`src/mrpt_pkg.sv`:
```
// Package for the 64-bit Miller-Rabin prime test: constants, controller states,
// command/status structs between controller and datapath, witness tables.
// No dependencies.
`timescale 1ns / 1ps
`default_nettype none
package mrpt_pkg;

  localparam int VALUE_WIDTH   = 64;
  localparam int MAX_WITNESSES = 12;
  localparam int WIDX_W        = 4;
  localparam int TWOS_W        = 7;
  localparam int MCNT_W        = $clog2(VALUE_WIDTH);

  localparam logic [VALUE_WIDTH-1:0] LIMIT_A = VALUE_WIDTH'(2047);
  localparam logic [VALUE_WIDTH-1:0] LIMIT_B = VALUE_WIDTH'(1373653);
  localparam logic [VALUE_WIDTH-1:0] LIMIT_C = VALUE_WIDTH'(25326001);

  typedef enum logic [3:0] {
    ST_IDLE, ST_CLASS, ST_PREP, ST_SMALL, ST_RINIT, ST_EXPCHK, ST_MULA, ST_SQB_GO,
    ST_MULB, ST_XCHK, ST_LOOPCHK, ST_MULX, ST_SQCHK, ST_NEXTW, ST_RESULT
  } mrpt_state_t;

  typedef enum logic [1:0] {MUL_ACC, MUL_SQB, MUL_SQX} mrpt_mulop_t;

  typedef enum logic [1:0] {SET_A, SET_B, SET_C, SET_WIDE} mrpt_set_t;

  typedef struct packed {
    logic        load;
    logic        prep_start;
    logic        prep_step;
    logic        round_init;
    logic        mul_start;
    mrpt_mulop_t mul_op;
    logic        mul_step;
    logic        left_load;
    logic        left_dec;
    logic        widx_clr;
    logic        widx_inc;
  } mrpt_cmd_t;

  typedef struct packed {
    logic trivial;
    logic trivial_prime;
    logic prep_last;
    logic small_div;
    logic exp_zero;
    logic exp_bit0;
    logic mul_last;
    logic x_one_or_nm1;
    logic x_nm1;
    logic left_gt1;
    logic last_witness;
  } mrpt_status_t;

  function automatic logic [5:0] witness(input mrpt_set_t s, input logic [WIDX_W-1:0] i);
    logic [5:0] w;
    w = 6'd2;
    unique case (s)
      SET_A: w = 6'd2;
      SET_B: w = (i == WIDX_W'(0)) ? 6'd2 : 6'd3;
      SET_C: begin
        unique case (i)
          WIDX_W'(0): w = 6'd2;
          WIDX_W'(1): w = 6'd3;
          default:    w = 6'd5;
        endcase
      end
      SET_WIDE: begin
        unique case (i)
          WIDX_W'(0):  w = 6'd2;
          WIDX_W'(1):  w = 6'd3;
          WIDX_W'(2):  w = 6'd5;
          WIDX_W'(3):  w = 6'd7;
          WIDX_W'(4):  w = 6'd11;
          WIDX_W'(5):  w = 6'd13;
          WIDX_W'(6):  w = 6'd17;
          WIDX_W'(7):  w = 6'd19;
          WIDX_W'(8):  w = 6'd23;
          WIDX_W'(9):  w = 6'd29;
          WIDX_W'(10): w = 6'd31;
          default:     w = 6'd37;
        endcase
      end
      default: w = 6'd2;
    endcase
    return w;
  endfunction

  function automatic logic [WIDX_W-1:0] set_count(input mrpt_set_t s);
    logic [WIDX_W-1:0] c;
    c = WIDX_W'(1);
    unique case (s)
      SET_A:    c = WIDX_W'(1);
      SET_B:    c = WIDX_W'(2);
      SET_C:    c = WIDX_W'(3);
      SET_WIDE: c = WIDX_W'(MAX_WITNESSES);
      default:  c = WIDX_W'(1);
    endcase
    return c;
  endfunction

endpackage
`default_nettype wire

```
`src/mrpt_dp.sv`:
```
// Datapath of the Miller-Rabin prime test: candidate, odd part, residues,
// power/base/exponent registers and a bit-serial modular multiplier.
// Depends on mrpt_pkg.
`timescale 1ns / 1ps
`default_nettype none
module mrpt_dp import mrpt_pkg::*; (
  input  wire logic                   clk,
  input  wire logic                   rst_n,
  input  wire logic [VALUE_WIDTH-1:0] value,
  input  wire logic                   treat_signed,
  input  wire mrpt_cmd_t              cmd,
  output mrpt_status_t                sts
);
  localparam int W = VALUE_WIDTH;

  logic [W-1:0]        n_r, d_r, sr_r, acc_r, base_r, exp_r, mb_r, macc_r;
  logic                neg_r;
  logic [TWOS_W-1:0]   twos_r, left_r;
  logic [1:0]          r3_r;
  logic [2:0]          r5_r, r7_r;
  logic [MCNT_W-1:0]   cnt_r, mcnt_r;
  logic [WIDX_W-1:0]   widx_r;
  mrpt_mulop_t         op_r;
  mrpt_set_t           set_c;

  logic [W-1:0] nm1, mul_a, mul_b, t1, s1, prod;
  logic [W:0]   t, s;
  logic [2:0]   v3;
  logic [3:0]   v5, v7;

  assign nm1 = n_r - W'(1);

  always_comb begin
    priority if (n_r < LIMIT_A) set_c = SET_A;
    else if (n_r < LIMIT_B)     set_c = SET_B;
    else if (n_r < LIMIT_C)     set_c = SET_C;
    else                        set_c = SET_WIDE;
  end

  // multiplier operand selection
  always_comb begin
    unique case (op_r)
      MUL_ACC: mul_a = acc_r;
      MUL_SQB: mul_a = base_r;
      default: mul_a = acc_r;
    endcase
    unique case (cmd.mul_op)
      MUL_ACC: mul_b = base_r;
      MUL_SQB: mul_b = base_r;
      default: mul_b = acc_r;
    endcase
  end

  // one multiplier bit: double, reduce, add, reduce
  always_comb begin
    t    = {macc_r, 1'b0};
    t1   = (t >= {1'b0, n_r}) ? W'(t - {1'b0, n_r}) : t[W-1:0];
    s    = {1'b0, t1} + (mb_r[W-1] ? {1'b0, mul_a} : '0);
    s1   = (s >= {1'b0, n_r}) ? W'(s - {1'b0, n_r}) : s[W-1:0];
    prod = s1;
  end

  // residue digits, MSB first
  always_comb begin
    v3 = {r3_r, sr_r[W-1]};
    v5 = {r5_r, sr_r[W-1]};
    v7 = {r7_r, sr_r[W-1]};
  end

  always_ff @(posedge clk) begin
    if (!rst_n) begin
      n_r    <= '0;
      neg_r  <= 1'b0;
      d_r    <= '0;
      twos_r <= '0;
      acc_r  <= W'(1);
      base_r <= '0;
      exp_r  <= '0;
    end else begin
      if (cmd.load) begin
        n_r   <= value;
        neg_r <= treat_signed & value[W-1];
      end
      if (cmd.prep_start) begin
        sr_r   <= n_r;
        d_r    <= nm1;
        twos_r <= '0;
        r3_r   <= '0;
        r5_r   <= '0;
        r7_r   <= '0;
      end else if (cmd.prep_step) begin
        sr_r <= {sr_r[W-2:0], 1'b0};
        r3_r <= (v3 >= 3'd3) ? 2'(v3 - 3'd3) : v3[1:0];
        r5_r <= (v5 >= 4'd5) ? 3'(v5 - 4'd5) : v5[2:0];
        r7_r <= (v7 >= 4'd7) ? 3'(v7 - 4'd7) : v7[2:0];
        if (!d_r[0]) begin
          d_r    <= {1'b0, d_r[W-1:1]};
          twos_r <= twos_r + TWOS_W'(1);
        end
      end
      if (cmd.round_init) begin
        acc_r  <= W'(1);
        base_r <= W'(witness(set_c, widx_r));
        exp_r  <= d_r;
      end
      if (cmd.mul_start) begin
        op_r   <= cmd.mul_op;
        mb_r   <= mul_b;
        macc_r <= '0;
        mcnt_r <= '0;
      end else if (cmd.mul_step) begin
        mb_r   <= {mb_r[W-2:0], 1'b0};
        macc_r <= prod;
        mcnt_r <= mcnt_r + MCNT_W'(1);
        if (sts.mul_last) begin
          unique case (op_r)
            MUL_SQB: begin
              base_r <= prod;
              exp_r  <= {1'b0, exp_r[W-1:1]};
            end
            default: acc_r <= prod;
          endcase
        end
      end
      if (cmd.left_load)     left_r <= twos_r;
      else if (cmd.left_dec) left_r <= left_r - TWOS_W'(1);
    end
  end

  always_ff @(posedge clk) begin
    if (!rst_n) begin
      cnt_r  <= '0;
      widx_r <= '0;
    end else begin
      if (cmd.prep_start)     cnt_r <= '0;
      else if (cmd.prep_step) cnt_r <= cnt_r + MCNT_W'(1);
      if (cmd.widx_clr)       widx_r <= '0;
      else if (cmd.widx_inc)  widx_r <= widx_r + WIDX_W'(1);
    end
  end

  always_comb begin
    sts.trivial       = neg_r || (n_r <= W'(2)) || !n_r[0] || (n_r < W'(9));
    sts.trivial_prime = !neg_r && ((n_r == W'(2)) || (n_r[0] && n_r > W'(1) && n_r < W'(9)));
    sts.prep_last     = (cnt_r == MCNT_W'(W - 1));
    sts.small_div     = (r3_r == 2'd0) || (r5_r == 3'd0) || (r7_r == 3'd0);
    sts.exp_zero      = (exp_r == '0);
    sts.exp_bit0      = exp_r[0];
    sts.mul_last      = (mcnt_r == MCNT_W'(W - 1));
    sts.x_one_or_nm1  = (acc_r == W'(1)) || (acc_r == nm1);
    sts.x_nm1         = (acc_r == nm1);
    sts.left_gt1      = (left_r > TWOS_W'(1));
    sts.last_witness  = (widx_r == set_count(set_c) - WIDX_W'(1));
  end

endmodule
`default_nettype wire

```
`src/mrpt_ctrl.sv`:
```
// Controller of the Miller-Rabin prime test: sequences the datapath and holds
// the output register. Depends on mrpt_pkg.
`timescale 1ns / 1ps
`default_nettype none
module mrpt_ctrl import mrpt_pkg::*; (
  input  wire logic         clk,
  input  wire logic         rst_n,
  input  wire logic         in_fire,
  input  wire logic         out_tready,
  input  wire mrpt_status_t sts,
  output mrpt_cmd_t         cmd,
  output logic              idle,
  output logic              out_valid,
  output logic              out_prime
);
  mrpt_state_t state_r, state_nxt;
  logic        verdict_r, verdict_nxt, ovalid_r, ovalid_nxt, oprime_r, oprime_nxt;

  always_comb begin
    state_nxt   = state_r;
    verdict_nxt = verdict_r;
    unique case (state_r)
      ST_IDLE:    if (in_fire) state_nxt = ST_CLASS;
      ST_CLASS:   begin
        if (sts.trivial) begin
          verdict_nxt = sts.trivial_prime;
          state_nxt   = ST_RESULT;
        end else state_nxt = ST_PREP;
      end
      ST_PREP:    if (sts.prep_last) state_nxt = ST_SMALL;
      ST_SMALL:   begin
        if (sts.small_div) begin
          verdict_nxt = 1'b0;
          state_nxt   = ST_RESULT;
        end else state_nxt = ST_RINIT;
      end
      ST_RINIT:   state_nxt = ST_EXPCHK;
      ST_EXPCHK:  begin
        priority if (sts.exp_zero) state_nxt = ST_XCHK;
        else if (sts.exp_bit0)     state_nxt = ST_MULA;
        else                       state_nxt = ST_MULB;
      end
      ST_MULA:    if (sts.mul_last) state_nxt = ST_SQB_GO;
      ST_SQB_GO:  state_nxt = ST_MULB;
      ST_MULB:    if (sts.mul_last) state_nxt = ST_EXPCHK;
      ST_XCHK:    state_nxt = sts.x_one_or_nm1 ? ST_NEXTW : ST_LOOPCHK;
      ST_LOOPCHK: begin
        if (sts.left_gt1) state_nxt = ST_MULX;
        else begin
          verdict_nxt = 1'b0;
          state_nxt   = ST_RESULT;
        end
      end
      ST_MULX:    if (sts.mul_last) state_nxt = ST_SQCHK;
      ST_SQCHK:   state_nxt = sts.x_nm1 ? ST_NEXTW : ST_LOOPCHK;
      ST_NEXTW:   begin
        if (sts.last_witness) begin
          verdict_nxt = 1'b1;
          state_nxt   = ST_RESULT;
        end else state_nxt = ST_RINIT;
      end
      ST_RESULT:  if (!ovalid_r || out_tready) state_nxt = ST_IDLE;
      default:    state_nxt = ST_IDLE;
    endcase
  end

  always_comb begin
    cmd        = '0;
    cmd.mul_op = MUL_ACC;
    ovalid_nxt = ovalid_r && !out_tready;
    oprime_nxt = oprime_r;
    unique case (state_r)
      ST_IDLE:    cmd.load = in_fire;
      ST_CLASS:   cmd.prep_start = 1'b1;
      ST_PREP:    cmd.prep_step = 1'b1;
      ST_SMALL:   cmd.widx_clr = 1'b1;
      ST_RINIT:   cmd.round_init = 1'b1;
      ST_EXPCHK:  begin
        cmd.mul_start = !sts.exp_zero;
        cmd.mul_op    = sts.exp_bit0 ? MUL_ACC : MUL_SQB;
      end
      ST_MULA, ST_MULB, ST_MULX: cmd.mul_step = 1'b1;
      ST_SQB_GO:  begin
        cmd.mul_start = 1'b1;
        cmd.mul_op    = MUL_SQB;
      end
      ST_XCHK:    cmd.left_load = 1'b1;
      ST_LOOPCHK: begin
        cmd.mul_start = sts.left_gt1;
        cmd.mul_op    = MUL_SQX;
        cmd.left_dec  = sts.left_gt1;
      end
      ST_SQCHK:   ;
      ST_NEXTW:   cmd.widx_inc = !sts.last_witness;
      ST_RESULT:  begin
        if (!ovalid_r || out_tready) begin
          ovalid_nxt = 1'b1;
          oprime_nxt = verdict_r;
        end
      end
      default:    ;
    endcase
  end

  always_ff @(posedge clk) begin
    if (!rst_n) begin
      state_r   <= ST_IDLE;
      ovalid_r  <= 1'b0;
      verdict_r <= 1'b0;
      oprime_r  <= 1'b0;
    end else begin
      state_r   <= state_nxt;
      ovalid_r  <= ovalid_nxt;
      verdict_r <= verdict_nxt;
      oprime_r  <= oprime_nxt;
    end
  end

  assign idle      = (state_r == ST_IDLE);
  assign out_valid = ovalid_r;
  assign out_prime = oprime_r;

endmodule
`default_nettype wire

```
`src/miller_rabin_prime_test_64.sv`:
```
// Top level of the 64-bit deterministic Miller-Rabin prime test.
// Instantiates mrpt_ctrl and mrpt_dp; depends on mrpt_pkg.
//
// Usage:
//   Input stream: in_tdata carries the 64-bit candidate, in_tuser the
//   signed flag (top bit set then means negative, answered not prime).
//   One transfer in gives exactly one transfer out: out_tdata[0] = is_prime.
//   in_tready is high only while the block is idle; one candidate is
//   processed at a time.
//   Small cases (<= 8, even, negative) are answered straight after the
//   classify state; others first run the residue/twos scan, then each
//   Miller-Rabin round runs modular multiplications on the bit-serial
//   multiplier (one multiplier bit per cycle): one or two per exponent bit
//   plus one per extra squaring. A 64-bit prime takes up to twelve rounds;
//   the multiplications dominate the run time.
//   The result sits in an output register; a new candidate is accepted
//   while it waits. If the receiver stalls, the next result holds in the
//   controller until the output register frees.
//   Reset (rst_n low, synchronous) returns the controller to idle and drops
//   any pending result.
`timescale 1ns / 1ps
`default_nettype none
module miller_rabin_prime_test_64 import mrpt_pkg::*; (
  input  wire logic                   clk,
  input  wire logic                   rst_n,
  input  wire logic                   in_tvalid,
  output logic                        in_tready,
  input  wire logic [VALUE_WIDTH-1:0] in_tdata,   // [63:0] value
  input  wire logic                   in_tuser,   // [0] treat_signed
  output logic                        out_tvalid,
  input  wire logic                   out_tready,
  output logic [7:0]                  out_tdata   // [0] is_prime, [7:1] zero
);
  mrpt_cmd_t    cmd;
  mrpt_status_t sts;
  logic         idle, prime;

  // a transfer in happens only from idle
  assign in_tready = idle;

  mrpt_ctrl u_ctrl (
    .clk       (clk),
    .rst_n     (rst_n),
    .in_fire   (in_tvalid && idle),
    .out_tready(out_tready),
    .sts       (sts),
    .cmd       (cmd),
    .idle      (idle),
    .out_valid (out_tvalid),
    .out_prime (prime)
  );

  mrpt_dp u_dp (
    .clk         (clk),
    .rst_n       (rst_n),
    .value       (in_tdata),
    .treat_signed(in_tuser),
    .cmd         (cmd),
    .sts         (sts)
  );

  assign out_tdata = {7'd0, prime};

endmodule
`default_nettype wire
```
`config.mk`:
```
export PLATFORM = sky130hd
export DESIGN_NAME = miller_rabin_prime_test_64
export DESIGN_NICKNAME = d
export VERILOG_FILES = /design/src/mrpt_pkg.sv /design/src/mrpt_dp.sv /design/src/mrpt_ctrl.sv /design/src/miller_rabin_prime_test_64.sv
export SDC_FILE = /design/constraint.sdc
export NUM_CORES = 2
export LEC_CHECK = 0
export ABC_AREA = 1
export CORE_MARGIN = 2
export CORE_UTILIZATION = 40
export CTS_CLUSTER_DIAMETER = 30
export DETAILED_ROUTE_END_ITERATION = 8
export DONT_BUFFER_PORTS = 1
export GPL_ROUTABILITY_DRIVEN = 0
export HOLD_SLACK_MARGIN = 0.05
export PLACE_DENSITY = 0.65
export SYNTH_ARGS = -nofsm -noshare
export SYNTH_HDL_FRONTEND = slang
export SYNTH_SLANG_ARGS = --single-unit
```
`constraint.sdc`:
```
create_clock -name clk -period 11.95 [get_ports clk]
set_input_delay 1.195 -clock clk [delete_from_list [all_inputs] [get_ports clk]]
set_output_delay 1.195 -clock clk [all_outputs]
set_load 0.02 [all_outputs]
```
---- Word-level counts from Yosys, hierarchy flattened ----
Memories as Yosys holds them, arrays and structs flattened. A register that Yosys moved wholly into a read port is not among the register bits.
Cells that the tools add are included.
operators by class
  add/subtract/negate cells ............... 13
  $lt $le $gt $ge ......................... 12
  eq/ne operators ......................... 37
  muxes and demuxes ....................... 79
  bitwise gates (word level) .............. 3
  reductions and logical operators ........ 44
operators by type and width
  cell                     number
  $mux W64                 28
  $ge A65 B64 Y1           2
  $sub A64 B64 Y64         2
  $add A64 B64 Y65         1
  $eq A64 B1 Y1 const B    1
  $eq A64 B2 Y1 const B    1
  $eq A64 B64 Y1           1
  $gt A64 B1 Y1 const B    1
  $le A64 B2 Y1 const B    1
  $logic_not A64 Y1        1
  $lt A64 B11 Y1 const B   1
  $lt A64 B21 Y1 const B   1
  $lt A64 B25 Y1 const B   1
  $lt A64 B4 Y1 const B    1
  $sub A64 B1 Y64 const B  1
  $pmux W4 S15             1
  $mux W4                  13
  $eq A4 B4 Y1 const B     7
  $pmux W6 S4              1
  $mux W3                  7
  $mux W1                  18
  $eq A4 B3 Y1 const B     4
  $ne A2 B2 Y1 const B     8
  $pmux W4 S4              1
  38 further kinds         84
storage, ports and cells
  register bits ........................... 560
  bits in read-only memories .............. 96
  output and inout bits ................... 10
  memories ................................ 1
memories
  memory           depth  width  read ports  clocked after Yosys merged registers in  write ports  RTL line        text
  (no name shown)  16     6      1           1                                        0            mrpt_pkg.sv:69  unique case (i)

---- Longest topological paths before layout ----
  depth in word-level cells ............... 12
  depth in mapped cells ................... 51
  mapped depth without buffers ............ 48

---- Modules after synthesis ----
A second synthesis with hierarchy kept.
unflattened totals
  cell total of the unflattened synthesis .. 6504
  area, all modules ....................... 42774.8 µm²
by module, submodules not included
  module                      instances  cells each  area each (µm²)  seq. area each (µm²)
  mrpt_dp                     1          6351        41989.0          13342.8
  mrpt_ctrl                   1          142         714.4            140.1
  miller_rabin_prime_test_64  1          11          71.3             0.0

---- Least setup slack after synthesis ----
Ideal clock, no wire load.
  path type ............................... input to register
  from .................................... input rst_n
  to ...................................... register u_dp.macc_r[0], enable pin
  setup time .............................. 672 ps
  arrival time ............................ 8473 ps
  required time ........................... 11278 ps
  setup slack ............................. 2805 ps
  cell stages on the path ................. 6
  cell sequence ........................... clkbuf_1 inv_1 buf_4 buf_4 clkbuf_1 a21oi_1
between the ends
  cells in the longest elaborated chain, start to end .. 1
RTL lines
  item                         RTL line                          text
  start, declared              miller_rabin_prime_test_64.sv:25  input wire logic rst_n,
  $reduce_and A2 Y1 (no line)  -
  end signal, assigned         mrpt_dp.sv:113                    macc_r <= prod;
  end, declared                mrpt_dp.sv:16                     logic [W-1:0] n_r, d_r, sr_r, acc_r, base_r, exp_r, mb_r, macc_r;
Every way passes these cells.
A chain may end at the register's enable or synchronous reset.

---- Worst setup path after layout ----
  from .................................... register u_dp.n_r[7]
  to ...................................... register u_dp.macc_r[45] (data pin)
between the ends
  cells in the longest elaborated chain, start to end .. 6
  elaborated cells between the ends (all ways) .. 8
RTL lines
  item                                                       RTL line        text
  start, declared                                            mrpt_dp.sv:16
  start signal, assigned                                     mrpt_dp.sv:81   n_r <= value;
  $sub A64 B64 Y64 / $ge A65 B64 Y1 (equally long branches)  mrpt_dp.sv:57   t1 = (t >= {1'b0, n_r}) ? W'(t - {1'b0, n_r}) : t[W-1:0];
  $mux W64                                                   mrpt_dp.sv:57
  $add A64 B64 Y65                                           mrpt_dp.sv:58   s = {1'b0, t1} + (mb_r[W-1] ? {1'b0, mul_a} : '0);
  $sub A64 B64 Y64 / $ge A65 B64 Y1 (equally long branches)  mrpt_dp.sv:59   s1 = (s >= {1'b0, n_r}) ? W'(s - {1'b0, n_r}) : s[W-1:0];
  $mux W64 *                                                 mrpt_dp.sv:59
  $mux W64 *                                                 mrpt_dp.sv:111  end else if (cmd.mul_step) begin
Every way passes the cells marked *; elsewhere a longest branch is shown, timed or not. The select of a mux whose other input is x is not followed.

==> flow_summary.ini <==
[status]
status = finished, final reports clean

[clock_tree]
cts_sinks = 566
clk_latency_ns = 0.77
cts_buffers = 121
hold_buffers = 0
post_cts_buffers = 0
path_clk_slew_ns = 0.05
cts-resized-gates = 0
htreeDepth = 3
clock-root-buffer = clkbuf_16
cts_tree = done
cts_max_path_buffers = 3

[global_route]
antenna_found_initial = 3
grt_max_degree = 208
grt_usage = 0.320
overflow = 0
grt_pass1_wl_um = 272000
grt_pass1_vias = 44600

[yosys]
synth_seq_cells = 566
synth_area_leader_cell = dfxtp_1
avgSynthCellArea_um2 = 6.53
synth-edff-count = 215
synth-main-ff-cell = dfxtp_1
yosysSeqAreaShare = 0.308
ys_warn_count = 0
netlist_top_cells_area = dfxtp_1 16%, edfxtp_1 15%, nand2_1 14%
synthCells = 6700
async_reset_ff_frac = 0
synth_cell_types = 69
synth.top_cell.area_share = 0.161
synth_area_um2 = 43700

[placement]
portBuffers = 0
hpwl_um = 141000
place_ws_ns = 1.65

[critical_path]
cp_max_fo = 73
critPathCaptureType = flip-flop
startpoint_type = flip-flop
required_ns = 12.38
r2r_slack_ns = 0.98
critPathSlowestCell = nor4_1
rr_startpoint = u_dp.n_r[7]
cpMostUsedCell = nand2_1
critPathKind = flip-flop to flip-flop
cpPeakStageDelay_ns = 1.09
timing.rr.end = u_dp.macc_r[45]
rr_worst_depth = 33
critPathArrivalTime_ns = 11.40

[route]
wl_per_cell_um = 22.9
drc = 0
first_pass_iters = 9
vias = 48200
drt_iter0_markers = 6607
viasPerCell = 5.93
postRouteAntennaNets = 0
wl_um = 186000

[die]
die_w_um = 335
core_um2 = 109000
dieArea_um2 = 112000
start_util = 0.402
num_rows = 121
die_y_um = 335
ioPinCount = 79

[min_path]
min_to = u_dp.exp_r[24]
hp-start = u_dp.exp_r[25]
hp-class = flip-flop to flip-flop
holdPathStages = 2

[timing]
fmax_ghz = 0.0912
setup_tns_ns = 0
tightest_slew_ns = 1.30
finalCritPeriodShare = 0.918
whs_ns = 0.449
final.min_clock_period_ns = 10.97
final-setup-viol-count = 0
final-hold-violation-count = 0
rsz0062_at_grt = false
maxSlewViolCount = 0
finalWorstSetupSlack_ns = 0.981
maxSlewHeadroom = 0.124
fin_worst_skew_ns = 0.0717

[layout]
nets = 6889
mostFrequentLayoutCells = 1570 x nand2_1, 754 x inv_1, 751 x nor2_1
syn_to_final_growth_pct = 13.1
drive_gt1_frac = 0.0557
final_common_cell = nand2_1
final_core_util = 0.455

[job]
maxCapViolations = 0
==> cell type report <==
class | instances | area [um^2]
antenna | 3 | 7.51
multi-input combinational | 5104 | 26300
clock inverter | 66 | 930
fill | 11000 | 59300
clock buffer | 164 | 3700
inverter | 773 | 2910
tap | 1414 | 1770
sequential | 566 | 13500
timing repair buffer | 40 | 325
==> how the worst max path moves through the flow <==
| stage | startpoint | endpoint | slack, ns | cells after the start |
|---|---|---|---|---|
| 2_1_floorplan | rst_n | u_dp.macc_r[0] | 2.81 | 6 |
| 3_3_place_gp | u_dp.n_r[13] | u_dp.macc_r[31] | 1.73 | 38 |
| 3_5_place_dp | u_dp.n_r[1] | u_dp.macc_r[45] | 1.65 | 38 |
| 4_1_cts | u_dp.n_r[1] | u_dp.macc_r[45] | 1.60 | 38 |
| 5_1_grt | u_dp.n_r[1] | u_dp.macc_r[45] | 0.91 | 38 |
| 6_report | u_dp.n_r[7] | u_dp.macc_r[45] | 0.98 | 33 |
==> metal layers <==
metal,track usage,wire length (um),vias to the layer above
met3,0.106,26400,655
li1,-,-,22300
met4,0.195,13000,4
met5,0,22,-
met2,0.475,76100,3169
met1,0.402,70300,22100
==> cell families (layout without fill, tap and decap cells) <==
| group | count (synthesis) | count (layout) | synth area share |
|---|---|---|---|
| AOI/OAI and AO/OA | 1729 | 1729 | 0.213 |
| adders and majority gates | 214 | 214 | 0.0618 |
| other | 1 | 10 | 0.0000858 |
| and+or+nand+nor | 2962 | 2962 | 0.283 |
| xor gates and xnor gates | 192 | 192 | 0.0405 |
| DFF | 566 | 566 | 0.308 |
| buffers and inverters | 1036 | 1043 | 0.0927 |
==> cells in the mapped netlist (5+ instances only) <==
cell      count
or2_2        16
or2_1        27
nor3_1       44
buf_6        11
o21ai_1      16
xor2_1      101
o21ai_2       8
a211oi_1      8
nor2_2       11
nand2_1    1575
dfxtp_1     351
xnor2_1      84
nor2_1      759
ha_1        211
a22oi_1       6
nand4_1      61
nand3_1     348
a21oi_1     688
nand3_2       5
nand3b_1     17
xnor3_1       6
o21ai_0     695
o221ai_1      7
clkbuf_1    209
o211ai_1     21
buf_1        16
buf_2        11
a21boi_0      7
nor4_1       52
a31oi_1     170
inv_1       759
inv_2        10
edfxtp_1    215
nor2_4       15
o21a_1       30
o21bai_1     12
a21o_1       23
buf_4        14
and3_1        7
a221oi_1      8
nand2_2      12
==> critical path: cells and delay by family, from the launching register on <==
family | cells | cell delay, ns
AND/OR/NAND/NOR | 14 | 4.43
buffers and inverters | 6 | 1.93
adder cells (fa/ha/maj) | 3 | 1.39
flip-flops | 1 | 0.46
AO/OA/AOI/OAI | 10 | 2.34
==> flip-flops by register name (all words and copies together) (netlist names), 6 cells and up, named ones only <==
| signal | flops |
|---|---|
| u_dp.base_r | 64 |
| u_dp.mb_r | 64 |
| u_dp.exp_r | 64 |
| u_dp.sr_r | 64 |
| u_dp.acc_r | 64 |
| u_dp.twos_r | 7 |
| u_dp.cnt_r | 6 |
| u_dp.macc_r | 64 |
| u_dp.left_r | 7 |
| u_dp.d_r | 64 |
| u_dp.mcnt_r | 6 |
| u_dp.n_r | 64 |
==> metrics by stage <==
| step | std cells | area [um^2] |
|---|---|---|
| 6_report | 8130 | 49400 |
| 4_1_cts | 8127 | 49400 |
| 5_1_grt | 8127 | 49400 |
| 3_5_place_dp | 7897 | 44800 |
| 2_1_floorplan | 6706 | 43700 |
| 3_3_place_gp | 7897 | 44800 |
Power is not shown: default switching activity piles up to over one toggle a cycle in this logic, so the estimate is an artifact.
